[config.mk]
export PLATFORM = sky130hd
export DESIGN_NAME = periodic_task_dispatcher_unit_flat
export DESIGN_NICKNAME = d
export VERILOG_FILES = /design/src/hw/rtl/ptd_pkg.sv /design/src/hw/rtl/ptd_if.sv /design/src/hw/rtl/ptd_div.sv /design/src/hw/rtl/ptd_datapath.sv /design/src/hw/rtl/ptd_ctrl.sv /design/src/hw/rtl/periodic_task_dispatcher_unit.sv /design/src/flat_wrapper.sv
export VERILOG_INCLUDE_DIRS = /design/src /design/src/hw/rtl
export SDC_FILE = /design/constraint.sdc
export NUM_CORES = 2
export LEC_CHECK = 0
export ABC_CLOCK_PERIOD_IN_PS = 21100
export BUFFER_PORTS_ARGS = -buffer_cell sky130_fd_sc_hd__buf_2
export CORE_MARGIN = 2
export CORE_UTILIZATION = 54
export CTS_BUF_LIST = sky130_fd_sc_hd__clkbuf_4
export DETAILED_ROUTE_END_ITERATION = 8
export PLACE_DENSITY_LB_ADDON = 0.12
export SLEW_MARGIN = 5
export SYNTH_ARGS = -nofsm -noshare
export SYNTH_HDL_FRONTEND = slang
export SYNTH_SLANG_ARGS = --single-unit
[constraint.sdc]
create_clock -name clk_i -period 21.1 [get_ports clk_i]
set_clock_uncertainty 0.1 [all_clocks]
set_input_delay 3.165 -clock clk_i [delete_from_list [all_inputs] [get_ports clk_i]]
set_output_delay 3.165 -clock clk_i [all_outputs]
set_load 0.01 [all_outputs]
[src/hw/rtl/periodic_task_dispatcher_unit_macros.svh]
// ----------------------------------------------------------------------------
// Assertion macros for the periodic task dispatcher
// Each macro expects clk_i and rst_ni in the scope where it is used.
// ----------------------------------------------------------------------------
`ifndef PERIODIC_TASK_DISPATCHER_UNIT_MACROS_SVH
`define PERIODIC_TASK_DISPATCHER_UNIT_MACROS_SVH

// Check a property at every clock edge outside reset.
`define PTD_ASSERT(lbl, prop, msg) \
  lbl: assert property (@(posedge clk_i) disable iff (!rst_ni) (prop)) else $error(msg);

// Check that cons holds in the cycle after ante.
`define PTD_ASSERT_NEXT(lbl, ante, cons, msg) \
  lbl: assert property (@(posedge clk_i) disable iff (!rst_ni) (ante) |=> (cons)) \
    else $error(msg);

`endif

[src/hw/rtl/ptd_pkg.sv]
// ----------------------------------------------------------------------------
// ptd_pkg
// Shared types, widths and codes of the periodic task dispatcher.
// ----------------------------------------------------------------------------
`default_nettype none

package ptd_pkg;

  localparam int unsigned NUM_TASKS_DEF   = 8;
  localparam int unsigned PERIOD_BITS_DEF = 16;
  localparam int unsigned MAX_SLOTS       = 8;

  localparam int unsigned TICK_W      = 32;
  localparam int unsigned PERIOD_IN_W = 16;
  localparam int unsigned HZ_W        = 16;
  localparam int unsigned TC_W        = 4;
  localparam int unsigned KIND_W      = 2;
  localparam int unsigned EIDX_W      = 3;
  localparam int unsigned TIDX_W      = 3;
  localparam int unsigned MS_W        = 10;
  localparam int unsigned PROD_W      = TICK_W + MS_W;
  localparam logic [MS_W-1:0] MS_PER_S = MS_W'(1000);

  localparam int unsigned CFG_IDX_W  = 1;
  localparam int unsigned CFG_DATA_W = 16;
  localparam logic [CFG_IDX_W-1:0] CFG_SCAN_LIMIT = 1'b0;
  localparam logic [CFG_IDX_W-1:0] CFG_TICK_HZ    = 1'b1;

  typedef enum logic [KIND_W-1:0] {
    KIND_TICK  = 2'd0,
    KIND_RUN   = 2'd1,
    KIND_LOAD  = 2'd2,
    KIND_CLEAR = 2'd3
  } ptd_kind_e;

  typedef enum logic [3:0] {
    S_IDLE,
    S_MUL,
    S_USTART,
    S_UWAIT,
    S_SCAN,
    S_PUSH,
    S_REARM,
    S_RWAIT,
    S_FINAL
  } ptd_state_e;

  typedef struct packed {
    logic accept;
    logic mul;
    logic udiv_start;
    logic ms_latch;
    logic scan_inc;
    logic push;
    logic rdiv_start;
    logic rearm_zero;
    logic rearm_div;
    logic final_emit;
  } ptd_cmd_t;

  typedef struct packed {
    ptd_kind_e kind;
    logic      scan_end;
    logic      entry_due;
    logic      per_zero;
    logic      pend_valid;
    logic      div_done;
    logic      out_free;
  } ptd_sts_t;

endpackage

`default_nettype wire

[src/hw/rtl/ptd_if.sv]
// ----------------------------------------------------------------------------
// ptd_if
// Valid/ready channels for command items and result items.
// ----------------------------------------------------------------------------
`default_nettype none

interface ptd_in_if import ptd_pkg::*; ();
  logic                   valid;
  logic                   ready;
  logic [KIND_W-1:0]      kind;
  logic [EIDX_W-1:0]      entry_index;
  logic [PERIOD_IN_W-1:0] entry_period;
  logic                   entry_active;

  modport source (output valid, kind, entry_index, entry_period, entry_active,
                  input ready);
  modport sink   (input valid, kind, entry_index, entry_period, entry_active,
                  output ready);
endinterface

interface ptd_out_if import ptd_pkg::*; ();
  logic              valid;
  logic              ready;
  logic              due_valid;
  logic [TIDX_W-1:0] task_index;
  logic              last;
  logic [TICK_W-1:0] msec_up;
  logic [TICK_W-1:0] uptime_ticks;

  modport source (output valid, due_valid, task_index, last, msec_up, uptime_ticks,
                  input ready);
  modport sink   (input valid, due_valid, task_index, last, msec_up, uptime_ticks,
                  output ready);
endinterface

`default_nettype wire

[src/hw/rtl/ptd_div.sv]
// ----------------------------------------------------------------------------
// ptd_div
// Restoring serial divider, one quotient bit per cycle.
// ----------------------------------------------------------------------------
`default_nettype none
`include "periodic_task_dispatcher_unit_macros.svh"

module ptd_div import ptd_pkg::*; #(
  parameter int unsigned DVD_W = PROD_W,
  parameter int unsigned DVS_W = PERIOD_IN_W
) (
  input  wire logic             clk_i,
  input  wire logic             rst_ni,
  input  wire logic             start_i,
  input  wire logic [DVD_W-1:0] dividend_i,
  input  wire logic [DVS_W-1:0] divisor_i,
  output logic                  done_o,
  output logic [DVD_W-1:0]      quot_o,
  output logic [DVS_W-1:0]      rem_o
);

  localparam int unsigned CNT_W = (DVD_W > 1) ? $clog2(DVD_W) : 1;

  logic             busy_q, busy_d;
  logic             done_q, done_d;
  logic [CNT_W-1:0] cnt_q, cnt_d;
  logic [DVD_W-1:0] a_q, a_d;
  logic [DVS_W-1:0] r_q, r_d;
  logic [DVS_W-1:0] d_q, d_d;
  logic [DVS_W+1:0] trial;

  assign trial = {1'b0, r_q, a_q[DVD_W-1]} - {2'b00, d_q};

  always_comb begin
    busy_d = busy_q;
    done_d = 1'b0;
    cnt_d  = cnt_q;
    a_d    = a_q;
    r_d    = r_q;
    d_d    = d_q;
    if (start_i) begin
      busy_d = 1'b1;
      cnt_d  = '0;
      a_d    = dividend_i;
      r_d    = '0;
      d_d    = divisor_i;
    end else if (busy_q) begin
      // keep the difference when the trial subtract does not borrow
      if (!trial[DVS_W+1]) begin
        r_d = trial[DVS_W-1:0];
        a_d = {a_q[DVD_W-2:0], 1'b1};
      end else begin
        r_d = {r_q[DVS_W-2:0], a_q[DVD_W-1]};
        a_d = {a_q[DVD_W-2:0], 1'b0};
      end
      cnt_d = cnt_q + CNT_W'(1);
      if (cnt_q == CNT_W'(DVD_W - 1)) begin
        busy_d = 1'b0;
        done_d = 1'b1;
      end
    end
  end

  always_ff @(posedge clk_i or negedge rst_ni) begin
    if (!rst_ni) begin
      busy_q <= 1'b0;
      done_q <= 1'b0;
      cnt_q  <= '0;
    end else begin
      busy_q <= busy_d;
      done_q <= done_d;
      cnt_q  <= cnt_d;
    end
  end

  always_ff @(posedge clk_i) begin
    a_q <= a_d;
    r_q <= r_d;
    d_q <= d_d;
  end

  assign done_o = done_q;
  assign quot_o = a_q;
  assign rem_o  = r_q;

  `PTD_ASSERT(a_div_start_idle, start_i |-> !busy_q, "divider started while busy")
  `PTD_ASSERT_NEXT(a_div_done_pulse, done_q, !done_q && !busy_q, "done not a single pulse")

endmodule

`default_nettype wire

[src/hw/rtl/ptd_datapath.sv]
// ----------------------------------------------------------------------------
// ptd_datapath
// Tick counter, task table, uptime conversion and result register.
// ----------------------------------------------------------------------------
`default_nettype none
`include "periodic_task_dispatcher_unit_macros.svh"

module ptd_datapath import ptd_pkg::*; #(
  parameter int unsigned NUM_TASKS   = NUM_TASKS_DEF,
  parameter int unsigned PERIOD_BITS = PERIOD_BITS_DEF
) (
  input  wire logic                   clk_i,
  input  wire logic                   rst_ni,
  input  wire logic [KIND_W-1:0]      in_kind_i,
  input  wire logic [EIDX_W-1:0]      in_entry_index_i,
  input  wire logic [PERIOD_IN_W-1:0] in_entry_period_i,
  input  wire logic                   in_entry_active_i,
  input  wire logic                   cfg_we_i,
  input  wire logic [CFG_IDX_W-1:0]   cfg_index_i,
  input  wire logic [CFG_DATA_W-1:0]  cfg_wdata_i,
  input  wire ptd_cmd_t               cmd_i,
  output ptd_sts_t                    sts_o,
  ptd_out_if.source                   out_o
);

  // entries past the eighth are never examined and a load can only reach 0..SLOTS-1
  localparam int unsigned SLOTS  = (NUM_TASKS < MAX_SLOTS) ? NUM_TASKS : MAX_SLOTS;
  localparam int unsigned IDX_W  = (SLOTS > 1) ? $clog2(SLOTS) : 1;
  localparam int unsigned SCAN_W = $clog2(SLOTS + 1);
  localparam int unsigned PW     = (PERIOD_BITS < PERIOD_IN_W) ? PERIOD_BITS : PERIOD_IN_W;

  logic [TICK_W-1:0] ticks_q;
  logic [TICK_W-1:0] dl_q  [SLOTS];
  logic [PW-1:0]     per_q [SLOTS];
  logic [SLOTS-1:0]  act_q;

  logic [TC_W-1:0]   scan_limit_q;
  logic [HZ_W-1:0]   tick_hz_q;
  ptd_kind_e         kind_q;
  logic [PROD_W-1:0] prod_q;
  logic [TICK_W-1:0] ms_q;
  logic [SCAN_W-1:0] scan_q;
  logic              pend_valid_q;
  logic [IDX_W-1:0]  pend_idx_q;

  logic              out_valid_q, out_valid_d;
  logic              out_due_q, out_due_d;
  logic [TIDX_W-1:0] out_idx_q, out_idx_d;
  logic              out_last_q, out_last_d;
  logic [TICK_W-1:0] out_ms_q;
  logic [TICK_W-1:0] out_ticks_q;

  logic [IDX_W-1:0]       cur;
  logic [SCAN_W-1:0]      lim;
  logic [TICK_W-1:0]      delta;
  logic [TICK_W-1:0]      rearm_val;
  logic [PROD_W-1:0]      ticks_ext;
  logic                   load_ok;
  logic                   out_free;
  logic                   out_load;
  logic                   div_start;
  logic [PROD_W-1:0]      div_dvd;
  logic [PERIOD_IN_W-1:0] div_dvs;
  logic                   div_done;
  logic [PROD_W-1:0]      div_quot;
  logic [PERIOD_IN_W-1:0] div_rem;

  assign cur       = scan_q[IDX_W-1:0];
  assign lim       = (scan_limit_q > TC_W'(SLOTS)) ? SCAN_W'(SLOTS)
                                                   : SCAN_W'(scan_limit_q);
  assign delta     = ticks_q - dl_q[cur];
  // catch-up in closed form: now - (delta mod p) + p
  assign rearm_val = ticks_q - TICK_W'(div_rem) + TICK_W'(per_q[cur]);
  assign ticks_ext = PROD_W'(ticks_q);
  assign load_ok   = ({1'b0, in_entry_index_i} < (EIDX_W + 1)'(SLOTS));
  assign out_free  = !out_valid_q || out_o.ready;
  assign out_load  = (cmd_i.push && pend_valid_q) || cmd_i.final_emit;

  // shared divider: uptime conversion, then remainders for re-arming
  assign div_start = cmd_i.udiv_start || cmd_i.rdiv_start;
  assign div_dvd   = cmd_i.udiv_start ? prod_q : PROD_W'(delta[TICK_W-2:0]);
  assign div_dvs   = cmd_i.udiv_start ? tick_hz_q : PERIOD_IN_W'(per_q[cur]);

  ptd_div #(
    .DVD_W (PROD_W),
    .DVS_W (PERIOD_IN_W)
  ) u_div (
    .clk_i      (clk_i),
    .rst_ni     (rst_ni),
    .start_i    (div_start),
    .dividend_i (div_dvd),
    .divisor_i  (div_dvs),
    .done_o     (div_done),
    .quot_o     (div_quot),
    .rem_o      (div_rem)
  );

  always_comb begin
    sts_o.kind       = kind_q;
    sts_o.scan_end   = (scan_q >= lim);
    sts_o.entry_due  = act_q[cur] && !delta[TICK_W-1];
    sts_o.per_zero   = (per_q[cur] == '0);
    sts_o.pend_valid = pend_valid_q;
    sts_o.div_done   = div_done;
    sts_o.out_free   = out_free;
  end

  // tick counter and task table
  always_ff @(posedge clk_i or negedge rst_ni) begin
    if (!rst_ni) begin
      ticks_q <= '0;
      act_q   <= '0;
      for (int i = 0; i < SLOTS; i++) begin
        dl_q[i]  <= '0;
        per_q[i] <= '0;
      end
    end else begin
      if (cmd_i.accept) begin
        case (ptd_kind_e'(in_kind_i))
          KIND_TICK: begin
            ticks_q <= ticks_q + TICK_W'(1);
          end
          KIND_LOAD: begin
            if (load_ok) begin
              per_q[in_entry_index_i[IDX_W-1:0]] <= in_entry_period_i[PW-1:0];
              act_q[in_entry_index_i[IDX_W-1:0]] <= in_entry_active_i;
              dl_q[in_entry_index_i[IDX_W-1:0]]  <=
                ticks_q + TICK_W'(in_entry_period_i[PW-1:0]);
            end
          end
          KIND_CLEAR: begin
            ticks_q <= '0;
            act_q   <= '0;
            for (int i = 0; i < SLOTS; i++) begin
              dl_q[i]  <= '0;
              per_q[i] <= '0;
            end
          end
          default: begin
          end
        endcase
      end
      if (cmd_i.rearm_zero) begin
        dl_q[cur] <= ticks_q + TICK_W'(1);
      end
      if (cmd_i.rearm_div) begin
        dl_q[cur] <= rearm_val;
      end
    end
  end

  // configuration, item kind, scan state
  always_ff @(posedge clk_i or negedge rst_ni) begin
    if (!rst_ni) begin
      scan_limit_q <= '0;
      tick_hz_q    <= '0;
      kind_q       <= KIND_TICK;
      scan_q       <= '0;
      pend_valid_q <= 1'b0;
      pend_idx_q   <= '0;
    end else begin
      if (cfg_we_i) begin
        case (cfg_index_i)
          CFG_SCAN_LIMIT: scan_limit_q <= cfg_wdata_i[TC_W-1:0];
          CFG_TICK_HZ:    tick_hz_q    <= cfg_wdata_i[HZ_W-1:0];
          default: begin
          end
        endcase
      end
      if (cmd_i.accept) begin
        kind_q       <= ptd_kind_e'(in_kind_i);
        scan_q       <= '0;
        pend_valid_q <= 1'b0;
      end
      if (cmd_i.scan_inc || cmd_i.rearm_zero || cmd_i.rearm_div) begin
        scan_q <= scan_q + SCAN_W'(1);
      end
      if (cmd_i.push) begin
        pend_valid_q <= 1'b1;
        pend_idx_q   <= cur;
      end
      if (cmd_i.final_emit) begin
        pend_valid_q <= 1'b0;
      end
    end
  end

  // product and converted uptime; ticks * 1000 as ticks * (1024 - 16 - 8)
  always_ff @(posedge clk_i) begin
    if (cmd_i.mul) begin
      prod_q <= (ticks_ext << 10) - (ticks_ext << 4) - (ticks_ext << 3);
    end
    if (cmd_i.ms_latch) begin
      ms_q <= (tick_hz_q == '0) ? '0 : div_quot[TICK_W-1:0];
    end
  end

  // result register
  always_comb begin
    out_due_d  = 1'b1;
    out_idx_d  = TIDX_W'(pend_idx_q);
    out_last_d = 1'b0;
    if (cmd_i.final_emit) begin
      out_due_d  = pend_valid_q;
      out_idx_d  = pend_valid_q ? TIDX_W'(pend_idx_q) : '0;
      out_last_d = 1'b1;
    end
    out_valid_d = out_valid_q;
    if (out_load) begin
      out_valid_d = 1'b1;
    end else if (out_o.ready) begin
      out_valid_d = 1'b0;
    end
  end

  always_ff @(posedge clk_i or negedge rst_ni) begin
    if (!rst_ni) begin
      out_valid_q <= 1'b0;
    end else begin
      out_valid_q <= out_valid_d;
    end
  end

  always_ff @(posedge clk_i) begin
    if (out_load) begin
      out_due_q   <= out_due_d;
      out_idx_q   <= out_idx_d;
      out_last_q  <= out_last_d;
      out_ms_q    <= ms_q;
      out_ticks_q <= ticks_q;
    end
  end

  assign out_o.valid        = out_valid_q;
  assign out_o.due_valid    = out_due_q;
  assign out_o.task_index   = out_idx_q;
  assign out_o.last         = out_last_q;
  assign out_o.msec_up      = out_ms_q;
  assign out_o.uptime_ticks = out_ticks_q;

  `PTD_ASSERT(a_out_load_free, out_load |-> out_free, "result overwritten before taken")
  `PTD_ASSERT(a_scan_bound, scan_q <= SCAN_W'(SLOTS), "scan index past table")

endmodule

`default_nettype wire

[src/hw/rtl/ptd_ctrl.sv]
// ----------------------------------------------------------------------------
// ptd_ctrl
// Sequencer for update, uptime conversion, run-pass scan and result issue.
// ----------------------------------------------------------------------------
`default_nettype none

module ptd_ctrl import ptd_pkg::*; (
  input  wire logic     clk_i,
  input  wire logic     rst_ni,
  input  wire logic     in_valid_i,
  output logic          in_ready_o,
  input  wire ptd_sts_t sts_i,
  output ptd_cmd_t      cmd_o
);

  ptd_state_e state_q, state_d;

  always_comb begin
    state_d = state_q;
    case (state_q)
      S_IDLE:   if (in_valid_i) state_d = S_MUL;
      S_MUL:    state_d = S_USTART;
      S_USTART: state_d = S_UWAIT;
      S_UWAIT: begin
        if (sts_i.div_done) begin
          state_d = (sts_i.kind == KIND_RUN) ? S_SCAN : S_FINAL;
        end
      end
      S_SCAN: begin
        if (sts_i.scan_end) begin
          state_d = S_FINAL;
        end else if (sts_i.entry_due) begin
          state_d = S_PUSH;
        end
      end
      S_PUSH:   if (!sts_i.pend_valid || sts_i.out_free) state_d = S_REARM;
      S_REARM:  state_d = sts_i.per_zero ? S_SCAN : S_RWAIT;
      S_RWAIT:  if (sts_i.div_done) state_d = S_SCAN;
      S_FINAL:  if (sts_i.out_free) state_d = S_IDLE;
      default:  state_d = S_IDLE;
    endcase
  end

  always_comb begin
    cmd_o      = '0;
    in_ready_o = 1'b0;
    case (state_q)
      S_IDLE: begin
        in_ready_o   = 1'b1;
        cmd_o.accept = in_valid_i;
      end
      S_MUL:    cmd_o.mul = 1'b1;
      S_USTART: cmd_o.udiv_start = 1'b1;
      S_UWAIT:  cmd_o.ms_latch = sts_i.div_done;
      S_SCAN:   cmd_o.scan_inc = !sts_i.scan_end && !sts_i.entry_due;
      S_PUSH:   cmd_o.push = !sts_i.pend_valid || sts_i.out_free;
      S_REARM: begin
        cmd_o.rearm_zero = sts_i.per_zero;
        cmd_o.rdiv_start = !sts_i.per_zero;
      end
      S_RWAIT:  cmd_o.rearm_div = sts_i.div_done;
      S_FINAL:  cmd_o.final_emit = sts_i.out_free;
      default: begin
      end
    endcase
  end

  always_ff @(posedge clk_i or negedge rst_ni) begin
    if (!rst_ni) begin
      state_q <= S_IDLE;
    end else begin
      state_q <= state_d;
    end
  end

endmodule

`default_nettype wire

[src/hw/rtl/periodic_task_dispatcher_unit.sv]
// ----------------------------------------------------------------------------
// periodic_task_dispatcher_unit
// Cooperative periodic task dispatcher: tick counter, task table, run passes.
// Tick, load and clear: the result is registered after the uptime conversion,
//   then the next item is taken (42-step serial divider for the conversion).
// Run pass: after the conversion each entry up to the scan limit is examined;
//   a due one is pushed, then re-armed (catch-up remainder from the same divider if period > 0).
// Reset (async, active low) zeroes counter, table, configuration, control state and handshakes.
// ----------------------------------------------------------------------------
`default_nettype none

module periodic_task_dispatcher_unit import ptd_pkg::*; #(
  parameter int unsigned NUM_TASKS   = NUM_TASKS_DEF,
  parameter int unsigned PERIOD_BITS = PERIOD_BITS_DEF
) (
  input  wire logic                  clk_i,
  input  wire logic                  rst_ni,
  ptd_in_if.sink                     in_i,
  ptd_out_if.source                  out_o,
  input  wire logic                  cfg_we_i,
  input  wire logic [CFG_IDX_W-1:0]  cfg_index_i,
  input  wire logic [CFG_DATA_W-1:0] cfg_wdata_i
);

  ptd_cmd_t cmd;
  ptd_sts_t sts;
  logic     in_ready;

  // Controller: one item at a time; the result register lets the next item
  // in while the last result of the previous one still waits downstream.
  // A result that is not taken holds the scan or the final issue until it is.
  ptd_ctrl u_ctrl (
    .clk_i      (clk_i),
    .rst_ni     (rst_ni),
    .in_valid_i (in_i.valid),
    .in_ready_o (in_ready),
    .sts_i      (sts),
    .cmd_o      (cmd)
  );

  assign in_i.ready = in_ready;

  // Datapath: the item payload is consumed on the accept edge, so no copy
  // of it is held beyond the item kind.
  ptd_datapath #(
    .NUM_TASKS   (NUM_TASKS),
    .PERIOD_BITS (PERIOD_BITS)
  ) u_dp (
    .clk_i             (clk_i),
    .rst_ni            (rst_ni),
    .in_kind_i         (in_i.kind),
    .in_entry_index_i  (in_i.entry_index),
    .in_entry_period_i (in_i.entry_period),
    .in_entry_active_i (in_i.entry_active),
    .cfg_we_i          (cfg_we_i),
    .cfg_index_i       (cfg_index_i),
    .cfg_wdata_i       (cfg_wdata_i),
    .cmd_i             (cmd),
    .sts_o             (sts),
    .out_o             (out_o)
  );

endmodule

`default_nettype wire
[src/flat_wrapper.sv]
// flat-port wrapper written by rule: the top's interface ports become plain ports
module periodic_task_dispatcher_unit_flat import ptd_pkg::*;
#(
  parameter int unsigned NUM_TASKS   = NUM_TASKS_DEF,
  parameter int unsigned PERIOD_BITS = PERIOD_BITS_DEF
)
  (clk_i, rst_ni, cfg_we_i, cfg_index_i, cfg_wdata_i, in_i_valid, in_i_kind, in_i_entry_index, in_i_entry_period, in_i_entry_active, in_i_ready, out_o_valid, out_o_due_valid, out_o_task_index, out_o_last, out_o_msec_up, out_o_uptime_ticks, out_o_ready);
  ptd_in_if in_i_i ();
  ptd_out_if out_o_i ();
  input  wire logic clk_i;
  input  wire logic rst_ni;
  input  wire logic cfg_we_i;
  input  wire logic [CFG_IDX_W-1:0] cfg_index_i;
  input  wire logic [CFG_DATA_W-1:0] cfg_wdata_i;
  input wire logic [$bits(in_i_i.valid)-1:0] in_i_valid;
  input wire logic [$bits(in_i_i.kind)-1:0] in_i_kind;
  input wire logic [$bits(in_i_i.entry_index)-1:0] in_i_entry_index;
  input wire logic [$bits(in_i_i.entry_period)-1:0] in_i_entry_period;
  input wire logic [$bits(in_i_i.entry_active)-1:0] in_i_entry_active;
  output wire logic [$bits(in_i_i.ready)-1:0] in_i_ready;
  output wire logic [$bits(out_o_i.valid)-1:0] out_o_valid;
  output wire logic [$bits(out_o_i.due_valid)-1:0] out_o_due_valid;
  output wire logic [$bits(out_o_i.task_index)-1:0] out_o_task_index;
  output wire logic [$bits(out_o_i.last)-1:0] out_o_last;
  output wire logic [$bits(out_o_i.msec_up)-1:0] out_o_msec_up;
  output wire logic [$bits(out_o_i.uptime_ticks)-1:0] out_o_uptime_ticks;
  input wire logic [$bits(out_o_i.ready)-1:0] out_o_ready;
  assign in_i_i.valid = in_i_valid;
  assign in_i_i.kind = in_i_kind;
  assign in_i_i.entry_index = in_i_entry_index;
  assign in_i_i.entry_period = in_i_entry_period;
  assign in_i_i.entry_active = in_i_entry_active;
  assign in_i_ready = in_i_i.ready;
  assign out_o_valid = out_o_i.valid;
  assign out_o_due_valid = out_o_i.due_valid;
  assign out_o_task_index = out_o_i.task_index;
  assign out_o_last = out_o_i.last;
  assign out_o_msec_up = out_o_i.msec_up;
  assign out_o_uptime_ticks = out_o_i.uptime_ticks;
  assign out_o_i.ready = out_o_ready;
  periodic_task_dispatcher_unit #(.NUM_TASKS(NUM_TASKS), .PERIOD_BITS(PERIOD_BITS)) u_core (.clk_i(clk_i), .rst_ni(rst_ni), .in_i(in_i_i), .out_o(out_o_i), .cfg_we_i(cfg_we_i), .cfg_index_i(cfg_index_i), .cfg_wdata_i(cfg_wdata_i));
endmodule
== Word-level counts from Yosys, hierarchy flattened ==
Cells that the tools add are included.
Word-level totals
  word-level logic and storage cells: 185
  input bits: 44
  output and inout port bits: 71
  flip-flop bits (word level): 684
Cells by class
  $lt $le $gt $ge: 9
  reductions and logical operators: 33
  equality and inequality tests: 18
  multiplexer cells: 73
  bitwise operators: 3
  $add $sub $neg: 10
Operator list (number)
  $bwmux 256: 3
  $mux 256: 3
  $pmux 256 s2: 1
  $pmux 128 s2: 1
  $demux 32 s3: 2
  $bwmux 128: 1
  $mux 32: 4
  $mux 42: 3
  $bmux 32 s3: 1
  $mux 16: 5
  $add 32x16->32: 2
  $pmux 32 s2: 1
  $bmux 16 s3: 1
  $demux 16 s3: 1
  $mux 4: 11
  $sub 42x35->42: 1
  $sub 42x36->42: 1
  $pmux 4 s9: 1
  $add 32x1->32 const B: 1
  $logic_not 16->1: 2
  $sub 32x16->32: 1
  $sub 32x32->32: 1
  $mux 1: 24
  $sub 17x16->18: 1
  other kinds (35): 73

== Longest topological paths before layout ==
  depth in word-level cells: 13
  depth in mapped cells: 21
  mapped depth without buffers: 18

== Hierarchy ==
From an unflattened synthesis, not the netlist that was laid out.
Unflattened totals
  cells, all modules: 4344
  area total of the unflattened synthesis: 41402.2 um^2
By module, submodules not included
  ptd_datapath: area each 36765.3 um^2, instances 1, seq. area each 15590.0 um^2, cells each 3953
  ptd_div: area each 4210.3 um^2, instances 1, seq. area each 2262.2 um^2, cells each 336
  ptd_ctrl: area each 426.7 um^2, instances 1, seq. area each 100.1 um^2, cells each 55

== Least setup slack after synthesis ==
OpenSTA, ideal clock, no wires.
  path kind: input port to flip-flop
  start point: input out_o_ready
  end point: register u_core.u_dp.out_due_q (netlist: u_core.u_dp.out_o.due_valid), enable pin
  cell stages on the path: 4
  buffers on the path: 0
  data required time: 20.407 ns
  library setup time: 0.593 ns
  slack: 12.095 ns
  data arrival time: 8.312 ns
  cells stage by stage: nor2b_1 > nand2_1 > nand2_1 > o21ai_0
On the way
  cells in the longest elaborated chain, start to end: 5
  elaborated cells between the ends (all ways): 6
  classes of those cells: mux: 2; reduce/logical: 4
Ends and longest elaborated chain
  start: declaration: line flat_wrapper.sv:27  | input wire logic [$bits(out_o_i.ready)-1:0] out_o_ready;
  $logic_or 1x1->1 *: line ptd_datapath.sv:76  | assign out_free = !out_valid_q || out_o.ready;
  $logic_or 1x1->1: line ptd_ctrl.sv:56  | S_PUSH: cmd_o.push = !sts_i.pend_valid || sts_i.out_free;
  $mux 1: line ptd_ctrl.sv:47  | case (state_q)
  $logic_and 1x1->1: line ptd_datapath.sv:77  | assign out_load = (cmd_i.push && pend_valid_q) || cmd_i.final_emit;
  $logic_or 1x1->1 *: line ptd_datapath.sv:77
  named net u_core.u_dp.out_load: line ptd_datapath.sv:60  | logic out_load;
  end signal: assignment: line ptd_datapath.sv:226  | out_due_q <= out_due_d;
  end: declaration: line ptd_datapath.sv:47  | logic out_due_q, out_due_d;
Mark *: on every way through the listed nets, which the timed path passes. The rest lies on a longest branch.
A chain may end at the register's enable or synchronous reset.

== Worst setup path in the final report ==
  start point: register u_core.u_dp.scan_q[2]
  end point: register u_core.u_dp.dl_q[30] (netlist bit)
On the way
  cells in the longest elaborated chain, start to end: 9
  elaborated cells between the ends (all ways): 16
  classes of those cells: add/sub: 1; order compare: 2; mux: 10; bitwise: 1; reduce/logical: 2
Ends and longest elaborated chain
  start: declaration: line ptd_datapath.sv:42  | logic [SCAN_W-1:0] scan_q;
  start signal: assignment: line ptd_datapath.sv:176  | scan_q <= scan_q + SCAN_W'(1);
  $not 3->4 (not written as such) *
  parallel branches: the longest is 7 deep, another holds $add 32x16->32
  $mux 256 *: line ptd_datapath.sv:146  | if (cmd_i.rearm_div) begin
  end signal: indexed assignment: line ptd_datapath.sv:127  | dl_q[in_entry_index_i[IDX_W-1:0]] <=
  end signal: indexed assignment: line ptd_datapath.sv:144  | dl_q[cur] <= ticks_q + TICK_W'(1);
  end signal: indexed assignment: line ptd_datapath.sv:147  | dl_q[cur] <= rearm_val;
  end: declaration: line ptd_datapath.sv:33  | logic [TICK_W-1:0] dl_q [SLOTS];
Every way passes the cells marked *. The select of a mux whose other input is x is not followed.

==> impl_metrics.xml <==
<?xml version="1.0" encoding="UTF-8"?>
<metrics>
  <group name="worst_setup_path">
    <metric name="critPathCaptureType" unit="">flip-flop</metric>
    <metric name="r2r_end" unit="">u_core.u_dp.dl_q[30]</metric>
    <metric name="worst-r2r-setup-slack" unit="ps">13460</metric>
    <metric name="critPathKind" unit="">flip-flop to flip-flop</metric>
    <metric name="worst_setup_path_start_kind" unit="">flip-flop</metric>
    <metric name="cp.required" unit="ps">21900</metric>
    <metric name="worst-endpoint-arrival" unit="ps">8440</metric>
    <metric name="r2r-start" unit="">u_core.u_dp.scan_q[2]</metric>
    <metric name="reg2reg_depth" unit="">19</metric>
    <metric name="crit_path_max_fanout" unit="">58</metric>
  </group>
  <group name="worst_hold_path">
    <metric name="min_to" unit="">u_core.u_dp.out_o.msec_up[25]</metric>
    <metric name="min-delay-start" unit="">u_core.u_dp.ms_q[25]</metric>
    <metric name="worstHoldPathCells" unit="">0</metric>
    <metric name="holdCritPathClass" unit="">flip-flop to flip-flop</metric>
  </group>
  <group name="global_route">
    <metric name="grt_usage" unit="">0.3673</metric>
    <metric name="groute.layer.met2.usage" unit="">0.5509</metric>
    <metric name="grt.busiest_layer" unit="">met2</metric>
    <metric name="grtUsageMet1" unit="">0.4927</metric>
    <metric name="vias_in_the_first_global_route" unit="">35590</metric>
    <metric name="initial_antenna_violation_count" unit="">9</metric>
    <metric name="gr-total-overflow" unit="">0</metric>
    <metric name="grt_start_max_net_pins" unit="">195</metric>
    <metric name="wire_length_of_the_first_global_routing_pass" unit="µm">219400</metric>
    <metric name="grtUsageMet3" unit="">0.1050</metric>
  </group>
  <group name="synth">
    <metric name="ys_dominant_reg_cell" unit="">sky130_fd_sc_hd__dfrtp_1</metric>
    <metric name="yosysWarningCount" unit="">0</metric>
    <metric name="synthDistinctLibCells" unit="">84</metric>
    <metric name="post_synth_inst_count" unit="">4336</metric>
    <metric name="syn-cell-area" unit="µm²">41570</metric>
    <metric name="synth_area_per_cell" unit="µm²">9.586</metric>
    <metric name="synth-edff-count" unit="">198</metric>
    <metric name="synth_fp_nets" unit="">4614</metric>
    <metric name="async_s_r_ff_share_synth" unit="">0.6858</metric>
    <metric name="synth-seq-cells" unit="">681</metric>
    <metric name="fraction_of_the_yosys_area_taken_by_sequential_cells" unit="">0.4319</metric>
  </group>
  <group name="placement">
    <metric name="hpwlAfterDp" unit="µm">91550</metric>
    <metric name="dpl.cell_count" unit="">5227</metric>
    <metric name="io_buffer_count" unit="">114</metric>
    <metric name="globalplace.congestion" unit="">0.9535</metric>
  </group>
  <group name="timing">
    <metric name="max_clock_freq" unit="MHz">130.9</metric>
    <metric name="layout_worst_path_cycle_share" unit="">0.3621</metric>
    <metric name="worst_pin_slew" unit="ps">1373</metric>
    <metric name="report.final.hold_viol_count" unit="">0</metric>
    <metric name="timing.final.setup_violations" unit="">0</metric>
    <metric name="finalWorstPathRequiredPeriod" unit="ps">7641</metric>
    <metric name="setup_repair_after_global_routing_missed_its_margin" unit="">no</metric>
    <metric name="sum_of_negative_setup_slack" unit="ps">0</metric>
    <metric name="timing.max_slew.rel_slack" unit="">0.07799</metric>
    <metric name="maxSlewViolCount" unit="">0</metric>
  </group>
  <group name="detailed_routing">
    <metric name="initialDrtViolationCount" unit="">4866</metric>
    <metric name="total_number_of_vias" unit="">37480</metric>
    <metric name="vias_per_cell" unit="">6.760</metric>
    <metric name="detail-route-antenna-nets" unit="">0</metric>
    <metric name="drt_pass1_iterations" unit="">7</metric>
    <metric name="wl_per_cell" unit="µm">26.35</metric>
    <metric name="post-route-drc-count" unit="">0</metric>
    <metric name="routed_wl" unit="µm">146100</metric>
  </group>
  <group name="run">
    <metric name="maxcap_viol_count" unit="">0</metric>
  </group>
  <group name="status">
    <metric name="outcome" unit="">finished, final reports clean</metric>
  </group>
  <group name="floorplan">
    <metric name="floorplan.core_area" unit="µm²">76080</metric>
    <metric name="initial_core_util" unit="">0.5464</metric>
    <metric name="dieWidth" unit="µm">281.4</metric>
    <metric name="floorplan.die.height" unit="µm">281.4</metric>
    <metric name="floorplan.die_area" unit="µm²">79210</metric>
    <metric name="io_pins" unit="">115</metric>
    <metric name="placementRows" unit="">101</metric>
  </group>
  <group name="finish">
    <metric name="final_common_cell" unit="">sky130_fd_sc_hd__dfrtp_1</metric>
    <metric name="layout.cells.most_common_list" unit="">465 x sky130_fd_sc_hd__dfrtp_1, 414 x sky130_fd_sc_hd__o21ai_0, 383 x sky130_fd_sc_hd__o211ai_1, 294 x sky130_fd_sc_hd__nand2_1, 289 x sky130_fd_sc_hd__nand3_1</metric>
    <metric name="nNetsFinal" unit="">4661</metric>
    <metric name="final-instance-count-excl-fill" unit="">5544</metric>
    <metric name="drive_gt1_frac" unit="">0.1324</metric>
    <metric name="syn2layout_area_growth" unit="%">8.453</metric>
  </group>
  <group name="clock_tree">
    <metric name="clk_path_buf_depth" unit="">3</metric>
    <metric name="cts_tree" unit="">done</metric>
    <metric name="worst_skew_pair.late_latency" unit="ps">1090</metric>
    <metric name="cts_max_level" unit="">4</metric>
    <metric name="cts_repair_resize_count" unit="">0</metric>
    <metric name="cts.clk_slew.worst_paths" unit="ps">70</metric>
    <metric name="cts.repair_timing.setup_buffer_count" unit="">0</metric>
    <metric name="cts-hold-fix-buffers" unit="">0</metric>
    <metric name="number_of_buffers_inserted_during_clock_tree_synthesis" unit="">184</metric>
    <metric name="clockRootBuffer" unit="">sky130_fd_sc_hd__clkbuf_4</metric>
    <metric name="cts_sinks" unit="">681</metric>
  </group>
  <group name="power_and_ir_drop">
    <metric name="power.ir.vdd_worst" unit="mV">0.1131</metric>
    <metric name="power.density" unit="nW/µm²">135.5</metric>
    <metric name="cellLeakagePower" unit="nW">18.77</metric>
  </group>
</metrics>
## Yosys cell counts, drive strengths merged, types with 44 or more instances
library cell | number | area, µm²
o21ai | 451 | 2257
ha | 190 | 2377
inv | 135 | 506.7
fa | 44 | 880.8
clkbuf | 267 | 1002
a21oi | 199 | 996.0
nor3 | 55 | 300.3
a21o | 48 | 360.4
o211ai | 383 | 2875
dfrtp | 467 | 11690
xor2 | 54 | 473.0
and3 | 46 | 287.8
a22oi | 122 | 920.9
edfxtp | 198 | 5946
a22o | 124 | 1086
nand2 | 301 | 1130
xnor2 | 107 | 937.2
nand3 | 298 | 1597
buf | 67 | 437.9
and2 | 62 | 387.9
nor2 | 234 | 885.9
## power breakdown
part | total, W | internal [W] | switching, W | leakage (nW)
registers | 0.00207 | 0.00184 | 0.000232 | 8.18
logic | 0.00283 | 0.00104 | 0.00179 | 9.22
clock network | 0.00121 | 0.000621 | 0.000586 | 1.37
total | 0.00611 | 0.00350 | 0.00261 | 18.8
## per-stage QoR
stage                     area, µm²  setup WS (ps)  total power, W  utilization  hold slack (ps)
after floorplan               41570          12090        0.003951            -            300.3
after CTS                     45070          13770        0.006025       0.5924            309.6
after global routing          45070          13230        0.006474       0.5924            312.9
after global placement        42760          13960        0.004763       0.5621            300.8
final                         45080          13460        0.006108       0.5926            314.8
after detailed placement      42760          13790        0.004807       0.5621            304.5
## cell type report
type | count | area, µm²
Fill cell | 6665 | 31000
Multi-Input combinational cell | 3184 | 21800
Sequential cell | 681 | 17950
Clock buffer | 271 | 2034
Tap cell | 1030 | 1289
Timing Repair Buffer | 195 | 1201
Inverter | 137 | 514.2
Clock inverter | 41 | 271.5
Antenna cell | 5 | 12.51
## worst max-delay path by stage
stage	startpoint	to	slack (ps)	depth (start not counted)
floorplan	out_o_ready	u_core.u_dp.out_o.due_valid	12090	4
global placement	u_core.u_dp.scan_q[2]	u_core.u_dp.dl_q[190]	13960	19
detailed placement	u_core.u_dp.scan_q[2]	u_core.u_dp.dl_q[222]	13790	19
CTS	u_core.u_dp.scan_q[2]	u_core.u_dp.dl_q[222]	13770	19
global route	u_core.u_dp.scan_q[2]	u_core.u_dp.dl_q[190]	13230	19
finish	u_core.u_dp.scan_q[2]	u_core.u_dp.dl_q[30]	13460	19
## registers in the layout, indices dropped and copies added (netlist names), 2 cells and up
name and flops:
u_core.u_dp.pend_idx_q 3, u_core.u_dp.kind_q 2, u_core.u_dp.ticks_q 32, u_core.u_dp.u_div.quot_o 42, u_core.u_dp.out_o.uptime_ticks 32, u_core.u_dp.act_q 8
u_core.u_dp.u_div.rem_o 16, u_core.u_dp.tick_hz_q 16, u_core.u_ctrl.state_q 4, u_core.u_dp.scan_limit_q 4, u_core.u_dp.per_q 128, u_core.u_dp.scan_q 4
u_core.u_dp.u_div.cnt_q 6, u_core.u_dp.ms_q 32, u_core.u_dp.u_div.d_q 16, u_core.u_dp.out_o.msec_up 32, u_core.u_dp.prod_q 39, u_core.u_dp.dl_q 256
u_core.u_dp.out_o.task_index 3
## kinds of logic after synthesis
family | Yosys count | synth area share
adders and majority gates | 234 | 0.07838
xor gates and xnor gates | 161 | 0.03392
muxes | 73 | 0.02312
and+or+nand+nor | 1147 | 0.1355
buffers and inverters | 471 | 0.04702
AOI/OAI and AO/OA | 1569 | 0.2502
DFF | 681 | 0.4319
## critical path, cell delays in order (launching register included)
cell and delay [ps]:
sky130_fd_sc_hd__dfrtp_2 340, sky130_fd_sc_hd__buf_4 590, sky130_fd_sc_hd__inv_1 530, sky130_fd_sc_hd__nor2_4 720, sky130_fd_sc_hd__buf_4 560, sky130_fd_sc_hd__a22oi_1 370, sky130_fd_sc_hd__fa_1 580, sky130_fd_sc_hd__inv_1 50
sky130_fd_sc_hd__ha_1 340, sky130_fd_sc_hd__o211ai_1 110, sky130_fd_sc_hd__a21oi_1 180, sky130_fd_sc_hd__o41ai_1 100, sky130_fd_sc_hd__buf_4 150, sky130_fd_sc_hd__o211ai_1 240, sky130_fd_sc_hd__a31oi_1 250, sky130_fd_sc_hd__o41ai_1 710
sky130_fd_sc_hd__a211oi_1 300, sky130_fd_sc_hd__o21ai_0 290, sky130_fd_sc_hd__xor2_1 680, sky130_fd_sc_hd__o21ai_0 250
## metal layers
metal	vias to the layer above	wire length [µm]
li1	16420	-
met1	18190	58320
met2	2355	63430
met3	510	17480
met4	10	6771
met5	-	73
No activity file was read; power rests on OpenSTA's default activity.
